## src/hdl/tga_pkg.sv

```systemverilog
// Shared types and constants for the TGA true-color stream parser.
// Depends on nothing; used by the channel interfaces and the top level.
package tga_pkg;

  localparam logic [1:0] KIND_PIXEL  = 2'd0;
  localparam logic [1:0] KIND_HEADER = 2'd1;
  localparam logic [1:0] KIND_ERROR  = 2'd2;

  localparam logic [2:0] ERR_NONE       = 3'd0;
  localparam logic [2:0] ERR_COLOR_MAP  = 3'd1;
  localparam logic [2:0] ERR_IMAGE_TYPE = 3'd2;
  localparam logic [2:0] ERR_INTERLEAVE = 3'd3;
  localparam logic [2:0] ERR_DEPTH      = 3'd4;

  localparam logic [7:0] IMAGE_TYPE_TRUECOLOR = 8'd2;
  localparam logic [7:0] INTERLEAVE_MASK      = 8'd192;
  localparam logic [7:0] ALPHA_BITS_MASK      = 8'd15;
  localparam logic [7:0] DEPTH_24             = 8'd24;
  localparam logic [7:0] DEPTH_32             = 8'd32;
  localparam logic [7:0] ALPHA_BITS_8         = 8'd8;

  localparam logic [4:0] HDR_ID_LEN     = 5'd0;
  localparam logic [4:0] HDR_CMAP_TYPE  = 5'd1;
  localparam logic [4:0] HDR_IMG_TYPE   = 5'd2;
  localparam logic [4:0] HDR_WIDTH_LO   = 5'd12;
  localparam logic [4:0] HDR_WIDTH_HI   = 5'd13;
  localparam logic [4:0] HDR_HEIGHT_LO  = 5'd14;
  localparam logic [4:0] HDR_HEIGHT_HI  = 5'd15;
  localparam logic [4:0] HDR_DEPTH      = 5'd16;
  localparam logic [4:0] HDR_DESCRIPTOR = 5'd17;

  typedef struct packed {
    logic [7:0] data_byte;
    logic       frame_start;
  } byte_t;

  typedef struct packed {
    logic [1:0]  kind;
    logic [15:0] pixel_x;
    logic [15:0] pixel_y;
    logic [7:0]  red;
    logic [7:0]  green;
    logic [7:0]  blue;
    logic [7:0]  alpha;
    logic        has_alpha;
    logic [15:0] image_width;
    logic [15:0] image_height;
    logic [2:0]  error_code;
    logic        last;
  } result_t;

endpackage

```

## src/hdl/tga_if.sv

```systemverilog
// Valid/ready channel interfaces for file bytes and parser results.
// Depends on tga_pkg.
interface tga_byte_if;
  import tga_pkg::*;
  logic  valid;
  logic  ready;
  byte_t data;
  modport source (output valid, output data, input ready);
  modport sink (input valid, input data, output ready);
endinterface

interface tga_result_if;
  import tga_pkg::*;
  logic    valid;
  logic    ready;
  result_t data;
  modport source (output valid, output data, input ready);
  modport sink (input valid, input data, output ready);
endinterface

```

## src/hdl/tga_truecolor_stream_parser.sv

```systemverilog
// Top level of the TGA uncompressed true-color stream parser.
// Depends on tga_pkg and the channel interfaces in tga_if.sv.
//
// Channel    Dir  Payload                       Transactions
// byte_i     in   data_byte, frame_start        one file byte each
// result_o   out  header / error / pixel item   zero or one per byte
//
// One byte per cycle while the output register can take a result; each byte
// updates the parser state registers and any result lands in one output register.
// A byte is taken whenever the output register is empty or is being drained.
// Reset puts the parser in the header phase with the output register empty.
// A stalled result blocks input only until it is taken.
module tga_truecolor_stream_parser (
  input  logic             clk_i,
  input  logic             rst_ni,
  tga_byte_if.sink         byte_i,
  tga_result_if.source     result_o
);
  import tga_pkg::*;

  typedef enum logic [1:0] {
    PH_HEADER,
    PH_IDSKIP,
    PH_PIXELS,
    PH_IDLE
  } phase_e;

  phase_e      phase_q, phase_d;
  logic [4:0]  hdr_idx_q, hdr_idx_d;
  logic [7:0]  id_rem_q, id_rem_d;
  logic [7:0]  low_hold_q, low_hold_d;
  logic [15:0] width_q, width_d;
  logic [15:0] height_q, height_d;
  logic [7:0]  depth_q, depth_d;
  logic        alpha_q, alpha_d;
  logic        flip_q, flip_d;
  logic [15:0] col_q, col_d;
  logic [15:0] row_q, row_d;
  logic [1:0]  bip_q, bip_d;
  logic [23:0] partial_q, partial_d;
  logic        out_valid_q, out_valid_d;
  result_t     out_q, out_d;

  phase_e      ph_e;
  logic [4:0]  hdr_idx_e;
  logic [7:0]  id_rem_e, low_hold_e, depth_e;
  logic [15:0] width_e, height_e, col_e, row_e;
  logic        alpha_e, flip_e;
  logic [1:0]  bip_e;
  logic [23:0] partial_e;

  logic        accept;
  logic        res_valid;
  result_t     res;
  logic [7:0]  b;
  logic [1:0]  final_byte;
  logic [16:0] col_inc, row_inc;
  logic [7:0]  id_dec;

  assign byte_i.ready   = !out_valid_q || result_o.ready;
  assign accept         = byte_i.valid && byte_i.ready;
  assign result_o.valid = out_valid_q;
  assign result_o.data  = out_q;
  assign b              = byte_i.data.data_byte;

  // restart view of the state
  always_comb begin
    if (byte_i.data.frame_start) begin
      ph_e = PH_HEADER;  hdr_idx_e = '0; id_rem_e = '0;  low_hold_e = '0;
      width_e = '0;      height_e = '0;  depth_e = '0;   alpha_e = 1'b0;
      flip_e = 1'b0;     col_e = '0;     row_e = '0;     bip_e = '0;
      partial_e = '0;
    end else begin
      ph_e = phase_q;    hdr_idx_e = hdr_idx_q; id_rem_e = id_rem_q;
      low_hold_e = low_hold_q; width_e = width_q; height_e = height_q;
      depth_e = depth_q; alpha_e = alpha_q; flip_e = flip_q; col_e = col_q;
      row_e = row_q;     bip_e = bip_q;  partial_e = partial_q;
    end
  end

  assign final_byte = alpha_e ? 2'd3 : 2'd2;
  assign col_inc    = {1'b0, col_e} + 17'd1;
  assign row_inc    = {1'b0, row_e} + 17'd1;
  assign id_dec     = id_rem_e - 8'd1;

  always_comb begin
    phase_d = ph_e;      hdr_idx_d = hdr_idx_e; id_rem_d = id_rem_e;
    low_hold_d = low_hold_e; width_d = width_e; height_d = height_e;
    depth_d = depth_e;   alpha_d = alpha_e; flip_d = flip_e; col_d = col_e;
    row_d = row_e;       bip_d = bip_e;     partial_d = partial_e;
    res = '0;
    res_valid = 1'b0;

    case (ph_e)
      PH_HEADER: begin
        if (hdr_idx_e < HDR_DESCRIPTOR) begin
          hdr_idx_d = hdr_idx_e + 5'd1;
        end
        case (hdr_idx_e)
          HDR_ID_LEN: id_rem_d = b;
          HDR_CMAP_TYPE: begin
            if (b != 8'd0) begin
              res.kind = KIND_ERROR; res.error_code = ERR_COLOR_MAP;
              res_valid = 1'b1;      phase_d = PH_IDLE;
              hdr_idx_d = hdr_idx_e;
            end
          end
          HDR_IMG_TYPE: begin
            if (b != IMAGE_TYPE_TRUECOLOR) begin
              res.kind = KIND_ERROR; res.error_code = ERR_IMAGE_TYPE;
              res_valid = 1'b1;      phase_d = PH_IDLE;
              hdr_idx_d = hdr_idx_e;
            end
          end
          HDR_WIDTH_LO, HDR_HEIGHT_LO: low_hold_d = b;
          HDR_WIDTH_HI: width_d = {b, low_hold_e};
          HDR_HEIGHT_HI: height_d = {b, low_hold_e};
          HDR_DEPTH: depth_d = b;
          HDR_DESCRIPTOR: begin
            res_valid = 1'b1;
            if ((b & INTERLEAVE_MASK) != 8'd0) begin
              res.kind = KIND_ERROR; res.error_code = ERR_INTERLEAVE;
              phase_d = PH_IDLE;
            end else if (!((depth_e == DEPTH_24 && (b & ALPHA_BITS_MASK) == 8'd0) ||
                           (depth_e == DEPTH_32 &&
                            (b & ALPHA_BITS_MASK) == ALPHA_BITS_8))) begin
              flip_d = b[5];
              res.kind = KIND_ERROR; res.error_code = ERR_DEPTH;
              phase_d = PH_IDLE;
            end else begin
              flip_d = b[5];
              alpha_d = (depth_e == DEPTH_32);
              res.kind = KIND_HEADER;
              res.has_alpha = (depth_e == DEPTH_32);
              res.image_width = width_e;
              res.image_height = height_e;
              col_d = '0; row_d = '0; bip_d = '0; partial_d = '0;
              if (id_rem_e != 8'd0) begin
                phase_d = PH_IDSKIP;
              end else if (width_e == 16'd0 || height_e == 16'd0) begin
                phase_d = PH_IDLE;
              end else begin
                phase_d = PH_PIXELS;
              end
            end
          end
          default: ;
        endcase
      end
      PH_IDSKIP: begin
        id_rem_d = id_dec;
        if (id_dec == 8'd0) begin
          phase_d = (width_e == 16'd0 || height_e == 16'd0) ? PH_IDLE : PH_PIXELS;
        end
      end
      PH_PIXELS: begin
        if (bip_e < final_byte) begin
          case (bip_e)
            2'd0: partial_d[7:0] = partial_e[7:0] | b;
            2'd1: partial_d[15:8] = partial_e[15:8] | b;
            2'd2: partial_d[23:16] = partial_e[23:16] | b;
            default: ;
          endcase
          bip_d = bip_e + 2'd1;
        end else begin
          res_valid = 1'b1;
          res.kind = KIND_PIXEL;
          res.red = alpha_e ? partial_e[23:16] : b;
          res.alpha = alpha_e ? b : 8'd0;
          res.green = partial_e[15:8];
          res.blue = partial_e[7:0];
          res.pixel_x = col_e;
          res.pixel_y = flip_e ? (height_e - 16'd1 - row_e) : row_e;
          res.has_alpha = alpha_e;
          bip_d = '0;
          partial_d = '0;
          if (col_inc >= {1'b0, width_e}) begin
            col_d = '0;
            if (row_inc >= {1'b0, height_e}) begin
              res.last = 1'b1;
              phase_d = PH_IDLE;
            end else begin
              row_d = row_inc[15:0];
            end
          end else begin
            col_d = col_inc[15:0];
          end
        end
      end
      default: ;
    endcase
  end

  always_comb begin
    out_valid_d = out_valid_q;
    out_d = out_q;
    if (accept) begin
      out_valid_d = res_valid;
      if (res_valid) begin
        out_d = res;
      end
    end else if (result_o.ready) begin
      out_valid_d = 1'b0;
    end
  end

  always_ff @(posedge clk_i or negedge rst_ni) begin
    if (!rst_ni) begin
      phase_q <= PH_HEADER; hdr_idx_q <= '0; id_rem_q <= '0; low_hold_q <= '0;
      width_q <= '0;        height_q <= '0;  depth_q <= '0;  alpha_q <= 1'b0;
      flip_q <= 1'b0;       col_q <= '0;     row_q <= '0;    bip_q <= '0;
      partial_q <= '0;      out_valid_q <= 1'b0;  out_q <= '0;
    end else begin
      if (accept) begin
        phase_q <= phase_d;   hdr_idx_q <= hdr_idx_d; id_rem_q <= id_rem_d;
        low_hold_q <= low_hold_d; width_q <= width_d; height_q <= height_d;
        depth_q <= depth_d;   alpha_q <= alpha_d; flip_q <= flip_d;
        col_q <= col_d;       row_q <= row_d;     bip_q <= bip_d;
        partial_q <= partial_d;
      end
      out_valid_q <= out_valid_d;
      out_q <= out_d;
    end
  end

endmodule

```

## src/flat_wrapper.sv

```systemverilog
// flat-port wrapper written by rule: the top's interface ports become plain ports
module tga_truecolor_stream_parser_flat import tga_pkg::*;
  (clk_i, rst_ni, byte_i_valid, byte_i_data, byte_i_ready, result_o_valid, result_o_data, result_o_ready);
  tga_byte_if byte_i_i ();
  tga_result_if result_o_i ();
  input  logic clk_i;
  input  logic rst_ni;
  input wire logic [$bits(byte_i_i.valid)-1:0] byte_i_valid;
  input wire logic [$bits(byte_i_i.data)-1:0] byte_i_data;
  output wire logic [$bits(byte_i_i.ready)-1:0] byte_i_ready;
  output wire logic [$bits(result_o_i.valid)-1:0] result_o_valid;
  output wire logic [$bits(result_o_i.data)-1:0] result_o_data;
  input wire logic [$bits(result_o_i.ready)-1:0] result_o_ready;
  assign byte_i_i.valid = byte_i_valid;
  assign byte_i_i.data = byte_i_data;
  assign byte_i_ready = byte_i_i.ready;
  assign result_o_valid = result_o_i.valid;
  assign result_o_data = result_o_i.data;
  assign result_o_i.ready = result_o_ready;
  tga_truecolor_stream_parser u_core (.clk_i(clk_i), .rst_ni(rst_ni), .byte_i(byte_i_i), .result_o(result_o_i));
endmodule
```

## config.mk

```make
export PLATFORM = sky130hd
export DESIGN_NAME = tga_truecolor_stream_parser_flat
export DESIGN_NICKNAME = d
export VERILOG_FILES = /design/src/hdl/tga_pkg.sv /design/src/hdl/tga_if.sv /design/src/hdl/tga_truecolor_stream_parser.sv /design/src/flat_wrapper.sv
export SDC_FILE = /design/constraint.sdc
export NUM_CORES = 1
export LEC_CHECK = 0
export ABC_AREA = 0
export ABC_CLOCK_PERIOD_IN_PS = 10490
export BUFFER_PORTS_ARGS = -buffer_cell sky130_fd_sc_hd__buf_2
export CAP_MARGIN = 10
export CORE_MARGIN = 3
export CORE_UTILIZATION = 45
export CTS_CLUSTER_SIZE = 20
export DETAILED_ROUTE_END_ITERATION = 12
export MAX_ROUTING_LAYER = met4
export SETUP_SLACK_MARGIN = 0.5
export SYNTH_ARGS = -nofsm -noshare
export SYNTH_HDL_FRONTEND = slang
export SYNTH_SLANG_ARGS = --single-unit
```

## constraint.sdc

```tcl
create_clock -name clk_i -period 10.49 [get_ports clk_i]
set_input_delay 1.049 -clock clk_i [delete_from_list [all_inputs] [get_ports clk_i]]
set_output_delay 1.049 -clock clk_i [all_outputs]
set_load 0.02 [all_outputs]
```

# After elaboration in Yosys (flattened, before gate mapping)
# Cells that the tools add are included.
totals:
  output_inout_bits: 105
  elab_cells: 182
  register_bits: 227
op_classes:
  bitwise_logic: 3
  n_reduce_logical: 20
  n_mux: 106
  order_cmp: 4
  n_eq_ne: 16
  add_sub_neg: 7
op_table:
  columns: ["cell", "count"]
  rows:
  - ["$mux 16", 20]
  - ["$mux 24", 5]
  - ["$mux 8", 13]
  - ["$mux 33", 3]
  - ["$mux 65", 1]
  - ["$mux 64", 1]
  - ["$pmux 16 s2", 2]
  - ["$pmux 24 s2", 1]
  - ["$mux 2", 20]
  - ["$mux 35", 1]
  - ["$add 16x1->17 const B", 2]
  - ["$ge 17x16->1", 2]
  - ["$logic_not 16->1", 2]
  - ["$mux 5", 5]
  - ["$or 8x8->8", 3]
  - ["$reduce_bool 8->1", 3]
  - ["$mux 1", 21]
  - ["$eq 5x4->1 const B", 4]
  - ["$pmux 2 s3", 3]
  - ["$logic_not 8->1", 2]
  - ["$pmux 8 s2", 1]
  - ["$sub 16x1->16 const B", 1]
  - ["$sub 16x16->16", 1]
  - ["$eq 5x5->1 const B", 2]
  - ["other kinds (27)", 37]

# Depth between registers and ports, before layout
# Gate-level depths: netlist (run 1).
depth:
  ltp_word: 9
  mapped_depth: 24
  ltp_nobuf: 18

# Worst setup path after synthesis (run 1)
# OpenSTA, ideal clock, no wires.
synth_path:
  path_type: "input port to flip-flop"
  startpoint: "input port byte_i_data[0]"
  endpoint: "register u_core.row_q[2]"
  slack_ps: 4708
  t_arrival_ps: 5704
  path_stages: 24
  path_cell_list: "inv_1 -> clkbuf_1 -> clkbuf_1 -> clkbuf_1 -> buf_1 -> nand2_1 -> inv_1 -> ha_1 -> nand3_1 -> or2_2 -> or2_2 -> nor3_1 -> xnor2_1 -> ha_1 -> a211oi_1 -> nor2_1 -> a2111oi_0 -> a21oi_1 -> nor2_1 -> and3_1 -> clkbuf_1 -> clkbuf_1 -> a21oi_1 -> a21oi_1"
synth_via:
  elab_chain_len: 8
  word_cells_on_any_way: 30
synth_lines:
  columns: ["element", "line", "source"]
  rows:
  - ["from (decl)", "flat_wrapper.sv:9", "input wire logic [$bits(byte_i_i.data)-1:0] byte_i_data;"]
  - ["branches (longest 7 deep; another with $add 16x1->17)", null, null]
  - ["$pmux 16 s2 (*)", "tga_truecolor_stream_parser.sv:94", "case (ph_e)"]
  - ["to (signal assigned)", "tga_truecolor_stream_parser.sv:218", "col_q <= col_d; row_q <= row_d; bip_q <= bip_d;"]
  - ["to (decl)", "tga_truecolor_stream_parser.sv:38", "logic [15:0] row_q, row_d;"]
# Mark *: on every way between the ends.
# A chain may end at the register's enable or synchronous reset.

# Worst setup path after layout (run 1)
layout_path:
  startpoint: "input port byte_i_data[0]"
  endpoint: "register u_core.row_q[0]"
# Same word-level chain as after synthesis.

==> results.md, run 1 <==
* #FFs+latches synth at 227
* Max-Cap Viols at 0
* F_max at 177 MHz
* Vias at 10300
* Top post-synthesis cells by area: dfrtp_1 47%, nand2_1 6.7%, a22o_1 6.3%
* Worst Skew at 0.0252 ns
* Leak at 6.70 nW
* DIE AREA at 29100 um2
* EDFF count, synth at 0
* CTS Sinks at 227
* Die W at 171 um
* Unique masters post-synth at 63
* Synth Warn # at 0
* Global-route wire length before repair at 55100 um
* Ys flop type: dfrtp_1
* Num rows at 59
* Total Routed Length at 34900 um
* Core area at 26400 um2
* CTS tree: done
* Post-Syn Area per Cell at 9.50 um2
* Reg2reg end: u_core.row_q[0]
* Peak supply drop at 0.181 mV
* Synth top area share at 46.6%
* Share of cells above drive strength 1 at 13.8%
* Starting Density at 46.2%
* Critical Path AT at 6.07 ns
* Clock root cell: clkbuf_16
* Largest net degree at the start of global routing at 96
* Final period utilization at 53.9%
* Setup crit start: byte_i_data[0]
* Slew HR at 19.9%
* Pwr Total at 2.28 mW
* Hold path start: u_core.result_o.data[73]
* Final HPWL from detailed placement at 23400 um
* Syn nets at 1356
* Setup Buffers After CTS at 0
* DRT iter0 DRCs at 919
* Cell area after synthesis at 12200 um2
* Non-Filler Instances at 1718
* CP max FO at 43
* Cell taking the most area after synthesis: dfrtp_1
* Setup tns final at 0 ns
* Inserted Diodes at 0
* Slew Viols, Final at 0
* # placed instances at 1670
* RSZ-0062 raised after global routing: no
* Flop-to-flop setup slack at 5.84 ns
* Final worst setup slack at 4.84 ns
* Hold Vio Cnt, Final at 0
* Vias in the first global route at 9861
* Critical path launch point type: input port
* Worst skew pair latency at 0.54 ns
* # IOs at 118
* Async S/R FF share, synth at 100%
* TritonRoute pass-1 iters at 5
* GPL Wtd Cong at 0.868
* CTS clk-pin slew, worst paths at 0.06 ns
* Post-cts resize count at 0
* DR DRC count at 0
* Kind of critical path: in2reg
* Cell depth of the worst flop-to-flop path at 16
* CTS H-tree depth at 1
* Outcome: completed
* Chip Height at 171 um
* Remaining Overflow, GRT at 0
* Fillers at 2442
* PortBufs at 117
* Synth-to-Final Area Change at 14.4%
* Setup violators final at 0
* CTS buffer count at 26
* DR vias/cell at 6.00
* Gr usage total at 24.2%
* Antenna viol nets, final at 0
* Setup WS pre-CTS at 4.37 ns
* Routed wire length per instance at 20.3 um
* Worst-margin pin slew at 1.19 ns
* Post-synthesis sequential area ratio at 46.6%
* Reg-to-Reg Start: u_core.row_q[2]
* WP data required at 10.91 ns
* Nets at 1436
* Setup crit end kind: flop
* Hold Crit Class: reg2reg
* Hold EP: u_core.result_o.data[73]
* Initial antenna violation count at 0
* Clock Path Buffers at 3
* Fin crit period at 5.65 ns
* PD cells at 164 nW/um2
* Post-Synthesis Cells at 1283
* Hold buffers post-CTS at 0
* Hold path cells at 2
-- cells in the mapped netlist, types with 3 or more instances --
cell,count
mux2i_1,17
ha_1,59
a21o_1,17
nor4_1,13
o21bai_1,5
nor2_1,62
and2_1,6
o21ai_1,4
a211oi_1,8
o22ai_1,6
clkbuf_1,65
a32o_1,27
nand2_1,218
xor2_1,19
xnor2_1,22
nor2b_1,25
nand2b_1,8
nand4b_1,3
nor3_1,25
and3_1,20
or3_1,6
a221o_1,4
a31oi_1,8
o221ai_1,5
a21oi_1,36
nor3b_1,5
dfrtp_1,227
buf_1,11
o31ai_1,19
nand4_1,14
a22o_1,88
o21a_1,3
inv_1,33
or2_2,4
nand3_1,26
a22oi_1,24
o21ai_0,106
-- where the power goes --
| part | leakage, nW | switching, mW | internal, mW | total, mW |
|---|---|---|---|---|
| Combinational | 3.09 | 0.242 | 0.115 | 0.356 |
| Clock | 0.457 | 0.377 | 0.581 | 0.958 |
| Sequential | 3.15 | 0.0476 | 0.922 | 0.970 |
| Total | 6.70 | 0.667 | 1.62 | 2.28 |
-- registers in the layout, summed over array words and instances, names as in the netlist --
register and count:
u_core.partial_q 24, u_core.row_q 16, u_core.low_hold_q 8, u_core.result_o.valid 1
u_core.phase_q 2, u_core.id_rem_q 8, u_core.height_q 16, u_core.bip_q 2
u_core.depth_q 8, u_core.result_o.data 103, u_core.alpha_q 1, u_core.col_q 16
u_core.hdr_idx_q 5, u_core.width_q 16, u_core.flip_q 1
-- critical path, cell delays in order --
cell and delay (ns):
buf_2 0.26, inv_2 0.41, buf_4 0.51, nand2_1 0.18, or4_1 0.54, or4_4 0.60, nor2_4 0.13, xnor2_1 0.12
nor2_1 0.07, ha_1 0.34, o21a_1 0.17, o21ai_0 0.22, a311o_1 0.16, nand3_1 0.07, nor2_1 0.16, nand3_1 0.28
a21o_1 0.43, mux2_2 0.33
-- routing by layer --
layer	part of all wire [%]	vias to the layer above	track usage (%)
li1	-	4859	-
met1	46	5072	34.3
met2	46	323	37.5
met3	5.7	56	3.19
met4	2.1	0	5.33
met5	0	-	-
-- cell families (layout without fill, tap and decap cells) --
logic type / after synthesis / count (layout) / share of synthesized area (%)
simple gates: 448 / 448 / 17.2
flops: 227 / 227 / 46.6
fa+ha+maj: 60 / 60 / 6.22
compound gates: 377 / 377 / 21.9
buf+inv: 110 / 210 / 3.40
mux: 20 / 20 / 1.70
xor+xnor: 41 / 41 / 2.95
-- how the worst max path moves through the flow --
stage          cells past startpoint              end
2_1_floorplan                     24  u_core.row_q[2]
3_3_place_gp                      18  u_core.row_q[0]
3_5_place_dp                      18  u_core.row_q[0]
4_1_cts                           18  u_core.row_q[0]
5_1_grt                           18  u_core.row_q[0]
6_report                          18  u_core.row_q[0]
-- placed cells by master, fill, tap and decap left out, drive strengths merged, types with 24 or more instances in the layout --
cell / instances
dfrtp: 227
nor2: 63
o21ai: 110
a22o: 88
a32o: 27
nor2b: 25
ha: 59
a22oi: 24
nand2: 218
a21oi: 36
nor3: 25
inv: 34
buf: 129
clkbuf: 36
nand3: 28
-- through the flow --
| step | hold slack (ns) | instance area (um2) | util (%) |
|---|---|---|---|
| 6_report | 0.470 | 13900 | 52.9 |
| 5_1_grt | 0.489 | 13900 | 52.9 |
| 4_1_cts | 0.476 | 13900 | 52.9 |
| 3_5_place_dp | 0.462 | 13000 | 49.4 |
| 3_3_place_gp | 0.456 | 13000 | 49.4 |
| 2_1_floorplan | 0.466 | 12200 | - |
-- area by class of cell --
class	instances	area [um2]	area share [%]
multi-input cells	946	6110	43.9
flip-flops and latches	227	5680	40.8
clock buffers	36	758	5.44
repair buffers	129	686	4.92
well taps	335	419	3.01
clock inverters	12	156	1.12
inverters	33	124	0.889
No activity file was read; power rests on OpenSTA's default activity.
==> run 2: changes to the inputs <==
--- a/config.mk
+++ b/config.mk
@@ -6,7 +6,7 @@
 export NUM_CORES = 1
 export LEC_CHECK = 0
 export ABC_AREA = 0
-export ABC_CLOCK_PERIOD_IN_PS = 10490
+export ABC_CLOCK_PERIOD_IN_PS = 5500
 export BUFFER_PORTS_ARGS = -buffer_cell sky130_fd_sc_hd__buf_2
 export CAP_MARGIN = 10
 export CORE_MARGIN = 3
==> constraint.sdc (replaced) <==
create_clock -name clk_i -period 5.5 [get_ports clk_i]
set_input_delay 0.55 -clock clk_i [delete_from_list [all_inputs] [get_ports clk_i]]
set_output_delay 0.55 -clock clk_i [all_outputs]
set_load 0.02 [all_outputs]
==> run 2 against run 1 <==
First-iteration DRC count decreased by 19%. Critical path depth decreased by 2. Largest cell class unchanged. Wire length increased by 2.1%. Global-route usage increased by 0.64 points. Power increased by 91%. Critical path type is now reg2reg. Via count decreased by 0.81%. Clock skew decreased by 0.010 ns.
==> results.md, run 2 (synthesis gave the netlist of run 1 again) <==
* Worst-margin pin slew at 1.11 ns (was 1.19 ns)
* Inserted Diodes at 0 (unchanged)
* Antenna viol nets, final at 0 (unchanged)
* Share of cells above drive strength 1 at 13.9% (was 13.8%)
* WP data required at 5.93 ns (was 10.91 ns)
* Fillers at 2437 (was 2442)
* Setup Buffers After CTS at 0 (unchanged)
* DR vias/cell at 5.94 (was 6.00)
* CP max FO at 11 (was 43)
* TritonRoute pass-1 iters at 7 (was 5)
* Remaining Overflow, GRT at 0 (unchanged)
* # placed instances at 1675 (was 1670)
* Crit-path cells: nor2b_1 -> ha_1 -> nand3_1 -> or2_2 -> or2_2 -> nor3_1 -> xnor2_1 -> ha_1 -> a211oi_1 -> nor2_1 -> a2111oi_0 -> a21oi_1 -> nor2_1 -> nand3_1 -> a21o_1 -> mux2_2 (was buf_2 -> inv_2 -> buf_4 -> nand2_1 -> or4_1 -> or4_4 -> nor2_4 -> xnor2_1 -> nor2_1 -> ha_1 -> o21a_1 -> o21ai_0 -> a311o_1 -> nand3_1 -> nor2_1 -> nand3_1 -> a21o_1 -> mux2_2)
* Global-route wire length before repair at 56400 um (was 55100 um)
* Hold Vio Cnt, Final at 0 (unchanged)
* CTS H-tree depth at 1 (unchanged)
* Slew HR at 25.4% (was 19.9%)
* Flop-to-flop setup slack at 0.86 ns (was 5.84 ns)
* Multi-input gate area at 6110 um2 (unchanged)
* CTS buffer count at 26 (unchanged)
* DIE AREA at 29100 um2 (unchanged)
* Vias at 10200 (was 10300)
* Most frequent cells in the layout: 227 x dfrtp_1, 218 x nand2_1, 116 x buf_2 (unchanged)
* Critical Path AT at 5.07 ns (was 6.07 ns)
* Final HPWL from detailed placement at 24100 um (was 23400 um)
* Non-Filler Instances at 1722 (was 1718)
* Initial antenna violation count at 0 (unchanged)
* Routed wire length per instance at 20.7 um (was 20.3 um)
* Register area at 5680 um2 (unchanged)
* Max reg flops at 103 (unchanged)
* Gr usage total at 24.9% (was 24.2%)
* Vias in the first global route at 10100 (was 9861)
* CTS tree: done (unchanged)
* Clock root cell: clkbuf_16 (unchanged)
* Final worst setup slack at 0.859 ns (was 4.84 ns)
* RSZ-0062 raised after global routing: no (unchanged)
* Starting Density at 46.2% (unchanged)
* Final instance area at 14000 um2 (was 13900 um2)
* Leak at 6.73 nW (was 6.70 nW)
* DR DRC count at 0 (unchanged)
* Nets at 1441 (was 1436)
* Worst Skew at 0.0151 ns (was 0.0252 ns)
* Max-Cap Viols at 0 (unchanged)
* Reg-to-Reg Start: u_core.row_q[1] (was u_core.row_q[2])
* Largest net degree at the start of global routing at 120 (was 96)
* Worst skew pair latency at 0.55 ns (was 0.54 ns)
* Total Routed Length at 35600 um (was 34900 um)
* Critical-path top delay cell: a2111oi_0 (was or4_4)
* Cell depth of the worst flop-to-flop path at 16 (unchanged)
* PortBufs at 117 (unchanged)
* Chip Height at 171 um (unchanged)
* # IOs at 118 (unchanged)
* Setup tns final at 0 ns (unchanged)
* Num rows at 59 (unchanged)
* Setup crit end kind: flop (unchanged)
* Outcome: completed (unchanged)
* CTS clk-pin slew, worst paths at 0.06 ns (about the same)
* Reg2reg end: u_core.row_q[0] (unchanged)
* Critical path launch point type: flop (was input port)
* Final period utilization at 84.4%
* Die W at 171 um (unchanged)
* Placement-stage cell area at 13100 um2 (was 13000 um2)
* Fin crit period at 4.64 ns
* Hold Crit Class: in2async (was reg2reg)
* Core area at 26400 um2 (unchanged)
* Peak supply drop at 0.264 mV (was 0.181 mV)
* Kind of critical path: reg2reg (was in2reg)
* Slew Viols, Final at 0 (unchanged)
* CTS Sinks at 227 (unchanged)
* F_max at 215 MHz
* GPL Wtd Cong at 0.887 (was 0.868)
* DRT iter0 DRCs at 740 (was 919)
* PD cells at 311 nW/um2 (was 164 nW/um2)
* Setup violators final at 0 (unchanged)
* Clock Path Buffers at 3 (unchanged)
* CP peak stage delay at 0.47 ns (was 0.60 ns)
* Setup WS pre-CTS at 0.528 ns (was 4.37 ns)
* Hold buffers post-CTS at 0 (unchanged)
* Most common cell after layout, fill and taps aside: dfrtp_1 (unchanged)
* Synth-to-Final Area Change at 14.9% (was 14.4%)
* Post-cts resize count at 0 (unchanged)
## run 2: cell count changes in the layout (fill, tap and decap cells not counted)
cell / delta
clkinv_2: -1
inv_8: -1
clkinv_8: -1
buf_4: +2
clkbuf_8: -1
clkinv_4: -1
clkinv_16: +1
clkinvlp_4: +1
clkbuf_1: +2
buf_12: +3
## run 2: area by class of cell
type	count	share of cell area (%)
well taps	335	2.99
flip-flops and latches	227	40.6
inverters	33	0.885
clock inverters	10	1.09
multi-input cells	946	43.6
clock buffers	37	5.37
repair buffers	134	5.43
## run 2: power breakdown
| group | internal, mW | total, mW | switching [mW] |
|---|---|---|---|
| sequential | 1.76 | 1.85 | 0.0917 |
| combinational | 0.227 | 0.695 | 0.468 |
| clock | 1.09 | 1.81 | 0.712 |
## run 2: worst max-delay path: cells and delay by family, from the launching register on
family	cells	cell delay [ns]
DFF	1	0.45
xor gates and xnor gates	1	0.19
AOI/OAI and AO/OA	4	1.24
muxes	1	0.32
and+or+nand+nor	8	1.71
adders and majority gates	2	0.62
## run 2: worst max path at each step
stage | start | to | slack (ns)
2_1_floorplan | byte_i_data[0] | u_core.row_q[5] | 0.55
3_5_place_dp | byte_i_data[0] | u_core.row_q[0] | 0.53
5_1_grt | u_core.row_q[1] | u_core.row_q[0] | 0.53
4_1_cts | u_core.row_q[1] | u_core.row_q[0] | 0.89
3_3_place_gp | byte_i_data[0] | u_core.row_q[0] | 0.59
6_report | u_core.row_q[1] | u_core.row_q[0] | 0.86
## run 2: layer usage
| metal | vias to the layer above | part of all wire, % | GRT usage [%] |
|---|---|---|---|
| met5 | - | 0 | - |
| met2 | 294 | 46 | 38.7 |
| li1 | 4847 | - | - |
| met3 | 62 | 4.6 | 3.17 |
| met4 | 0 | 2.6 | 6.14 |
| met1 | 5023 | 47 | 34.9 |
## run 2: per-stage QoR
stage | hold slack (ns) | util, % | power [mW]
2_1_floorplan | 0.254 | - | 2.32
3_5_place_dp | 0.461 | 49.7 | 2.57
5_1_grt | 0.174 | 53.1 | 4.54
4_1_cts | 0.139 | 53.1 | 4.39
3_3_place_gp | 0.455 | 49.7 | 2.56
6_report | 0.0952 | 53.1 | 4.35
==> run 3: changes to the inputs <==
--- a/config.mk
+++ b/config.mk
@@ -5,8 +5,8 @@
 export SDC_FILE = /design/constraint.sdc
 export NUM_CORES = 1
 export LEC_CHECK = 0
-export ABC_AREA = 0
-export ABC_CLOCK_PERIOD_IN_PS = 5500
+export ABC_AREA = 1
+export ABC_CLOCK_PERIOD_IN_PS = 4800
 export BUFFER_PORTS_ARGS = -buffer_cell sky130_fd_sc_hd__buf_2
 export CAP_MARGIN = 10
 export CORE_MARGIN = 3
==> constraint.sdc (replaced) <==
create_clock -name clk_i -period 4.8 [get_ports clk_i]
set_input_delay 0.48 -clock clk_i [delete_from_list [all_inputs] [get_ports clk_i]]
set_output_delay 0.48 -clock clk_i [all_outputs]
set_load 0.02 [all_outputs]
==> run 3 against run 2 <==
The run now ends with negative hold slack left. Combinational power rose to 5.1 times the previous value. Sequential power up 48%. Non-clock buffer count increased by 9. Clock skew decreased by 0.0052 ns. Cell count is 39% higher. Fmax grew 19%. Design area increased by 14%. Utilization decreased by 1.4 points. Largest cell class unchanged.
==> results.md, run 3 <==
* Synth top cells by count: 383 x nand2_1, 249 x inv_1, 227 x dfrtp_1, 180 x nor2_1, 151 x o21ai_0 (was 227 x dfrtp_1, 218 x nand2_1, 106 x o21ai_0, 88 x a22o_1, 65 x clkbuf_1)
* Num rows at 64 (was 59)
* PD cells at 532 nW/um2 (was 311 nW/um2)
* Hold Crit Class: in2async (unchanged)
* Final HPWL from detailed placement at 31400 um (was 24100 um)
* #FFs+latches synth at 227 (unchanged)
* Routed wire length per instance at 18.6 um (was 20.7 um)
* Final worst setup slack at 0.916 ns (was 0.859 ns)
* Synth-to-Final Area Change at 12.5% (was 14.9%)
* Hold Vio Cnt, Final at 25 (was 0)
* Peak supply drop at 0.294 mV (was 0.264 mV)
* PortBufs at 117 (unchanged)
* Kind of critical path: reg2reg (unchanged)
* Logic pwr share at 41.9% (was 16.0%)
* Core area at 30800 um2 (was 26400 um2)
* Setup violators final at 0 (unchanged)
* Internal power at 4.89 mW (was 3.08 mW)
* Chip Height at 183 um (was 171 um)
* Reg2reg end: u_core.row_q[0] (unchanged)
* TritonRoute pass-1 iters at 5 (was 7)
* Top-count cell post-synth: nand2_1 (was dfrtp_1)
* DR DRC count at 0 (unchanged)
* Flop-to-flop setup slack at 0.92 ns (was 0.86 ns)
* Post-Synthesis Cells at 1889 (was 1283)
* Inserted Diodes at 0 (unchanged)
* Async S/R FF share, synth at 100% (unchanged)
* Slew HR at 22.0% (was 25.4%)
* Setup crit start: u_core.row_q[0] (was u_core.row_q[1])
* Fin crit period at 3.88 ns (was 4.64 ns)
* DIE AREA at 33700 um2 (was 29100 um2)
* Worst skew pair latency at 0.56 ns (was 0.55 ns)
* # IOs at 118 (unchanged)
* Unique masters post-synth at 57 (was 63)
* Most frequent cells in the layout: 383 x nand2_1, 249 x inv_1, 227 x dfrtp_1 (was 227 x dfrtp_1, 218 x nand2_1, 116 x buf_2)
* Nets at 2044 (was 1441)
* WP data required at 5.28 ns (was 5.93 ns)
* Setup Buffers After CTS at 0 (unchanged)
* Cell depth of the worst flop-to-flop path at 23 (was 16)
* Hold buffers post-CTS at 0 (unchanged)
* Post-cts resize count at 0 (unchanged)
* Total Routed Length at 44500 um (was 35600 um)
* Net switching power at 3.60 mW (was 1.27 mW)
* Setup crit end kind: flop (unchanged)
* Share of cells above drive strength 1 at 12.2% (was 13.9%)
* Setup tns final at 0 ns (unchanged)
* Post-Syn Area per Cell at 7.50 um2 (was 9.50 um2)
* Leak at 8.03 nW (was 6.73 nW)
* Syn nets at 1962 (was 1356)
* Cell taking the most area after synthesis: dfrtp_1 (unchanged)
* CTS Sinks at 227 (unchanged)
* F_max at 257 MHz (was 215 MHz)
* CTS clk-pin slew, worst paths at 0.06 ns (about the same)
* CP max FO at 25 (was 11)
* Top post-synthesis cells by area: dfrtp_1 40%, nand2_1 10%, inv_1 6.6% (was dfrtp_1 47%, nand2_1 6.7%, a22o_1 6.3%)
* Post-synthesis sequential area ratio at 40.1% (was 46.6%)
* Die W at 183 um (was 171 um)
* Failing checks: negative hold slack
* Multi-input gate area at 6980 um2 (was 6110 um2)
* Critical Path AT at 4.36 ns (was 5.07 ns)
* Final period utilization at 80.9% (was 84.4%)
* Switching Share at 42.4% (was 29.2%)
* Starting Density at 46.0% (was 46.2%)
* Synth top area share at 40.1% (was 46.6%)
* Clock Path Buffers at 3 (unchanged)
* Gr usage total at 27.1% (was 24.9%)
* Outcome: finished, violations left (was completed)
* Largest net degree at the start of global routing at 125 (was 120)
* Antenna viol nets, final at 0 (unchanged)
* EDFF count, synth at 0 (unchanged)
* Most common cell after layout, fill and taps aside: nand2_1 (was dfrtp_1)
* Reg-to-Reg Start: u_core.row_q[0] (was u_core.row_q[1])
* Worst-margin pin slew at 1.17 ns (was 1.11 ns)
* Seq pwr share at 32.2% (was 42.5%)
* CTS H-tree depth at 1 (unchanged)
* Critical path launch point type: flop (unchanged)
* Vias in the first global route at 12600 (was 10100)
* RSZ-0062 raised after global routing: no (unchanged)
* Clock root cell: clkbuf_16 (unchanged)
* Ys flop type: dfrtp_1 (unchanged)
* Worst Skew at 0.00991 ns (was 0.0151 ns)
* DRT iter0 DRCs at 1075 (was 740)
* Initial antenna violation count at 0 (unchanged)
* Fillers at 3016 (was 2437)
* Max-Cap Viols at 0 (unchanged)
* Max reg flops at 103 (unchanged)
* Register area at 5680 um2 (unchanged)
* Final Hold Slack at -0.0416 ns (was 0.0952 ns)
* Synth Warn # at 0 (unchanged)
* Setup WS pre-CTS at 0.681 ns (was 0.528 ns)
* Global-route wire length before repair at 70700 um (was 56400 um)
* Vias at 13200 (was 10200)
* DR vias/cell at 5.54 (was 5.94)
* CTS tree: done (unchanged)
* GPL Wtd Cong at 0.956 (was 0.887)
* CTS buffer count at 27 (was 26)
* Clk network pwr share at 25.9% (was 41.5%)
* Cell area after synthesis at 14200 um2 (was 12200 um2)
* Slew Viols, Final at 0 (unchanged)
* Remaining Overflow, GRT at 0 (unchanged)
==> run 3: cell types whose count changed after synthesis, moves of 21 or more <==
cell and change:
nand3_1 +46, a32o_1 -24, nand2_1 +165, inv_1 +216, o211ai_1 +21, a21oi_1 +112
o31ai_1 +27, nor2b_1 -25, nor2_1 +118, o21ai_0 +45, xnor2_1 -22, o21ai_1 +38
a22o_1 -82
==> run 3: final cells by class <==
type	count	area share (%)
Clock buffer	34	4.71
Sequential cell	227	35.6
Multi-Input combinational cell	1303	43.8
Clock inverter	14	1.23
Timing Repair Buffer	143	5.21
Tap cell	396	3.11
Inverter	269	6.35
==> run 3: worst max-delay path: stages, from the launching register on <==
cell and delay [ns]:
dfrtp_1 0.35, inv_1 0.06, nor2_1 0.33, ha_1 0.27, nand3_1 0.16, nor2_1 0.34, nand3_1 0.20, nor2_1 0.16
nand2_1 0.06, nand2_1 0.09, inv_1 0.05, ha_1 0.30, a21oi_1 0.17, o21a_1 0.14, nand2_1 0.05, nand2_1 0.05
nand2_1 0.07, nand2_1 0.10, nand3_4 0.24, nor2_2 0.25, inv_1 0.09, nand2_1 0.06, nand3_1 0.06, a21boi_1 0.14
==> run 3: per-stage QoR <==
stage	utilization [%]	std cells	instance area (um2)	power, mW
after floorplan	-	1889	14200	5.28
after global placement	48.7	2338	15000	6.24
after detailed placement	48.7	2338	15000	6.28
after CTS	51.7	2386	16000	8.51
after global routing	51.7	2386	16000	9.12
final	51.7	2386	16000	8.49
==> run 3: kinds of logic after synthesis <==
kind of cell / synth area share, %
and+or+nand+nor: 21.4
adders and majority gates: 5.35
DFF: 40.1
AOI/OAI and AO/OA: 20.5
buffers and inverters: 10.6
xor gates and xnor gates: 1.98
==> run 3: power by group through the flow <==
stage	combinational (mW)	clock (mW)	sequential, mW
after floorplan	2.34	0	2.94
after global placement	3.48	0	2.75
after detailed placement	3.53	0	2.75
after CTS	3.54	2.24	2.73
after global routing	4.01	2.31	2.80
final	3.56	2.20	2.73
==> run 3: how the worst max path moves through the flow <==
stage / end / slack (ns) / cells after the start
after floorplan: u_core.row_q[13] / 0.61 / 30
after global placement: u_core.row_q[15] / 0.73 / 22
after detailed placement: u_core.row_q[0] / 0.68 / 23
after CTS: u_core.row_q[0] / 1.0 / 23
after global routing: u_core.row_q[0] / 0.51 / 22
final: u_core.row_q[0] / 0.92 / 23
==> run 3: routing by layer <==
layer | part of all wire [%] | wire length, um | GRT usage (%) | vias to the layer above
met1 | 46 | 20500 | 38.5 | 6283
li1 | - | - | - | 6427
met5 | 0 | 0 | - | -
met4 | 2.2 | 966 | 5.94 | 0
met3 | 7.1 | 3140 | 3.92 | 66
met2 | 45 | 19900 | 41.6 | 448
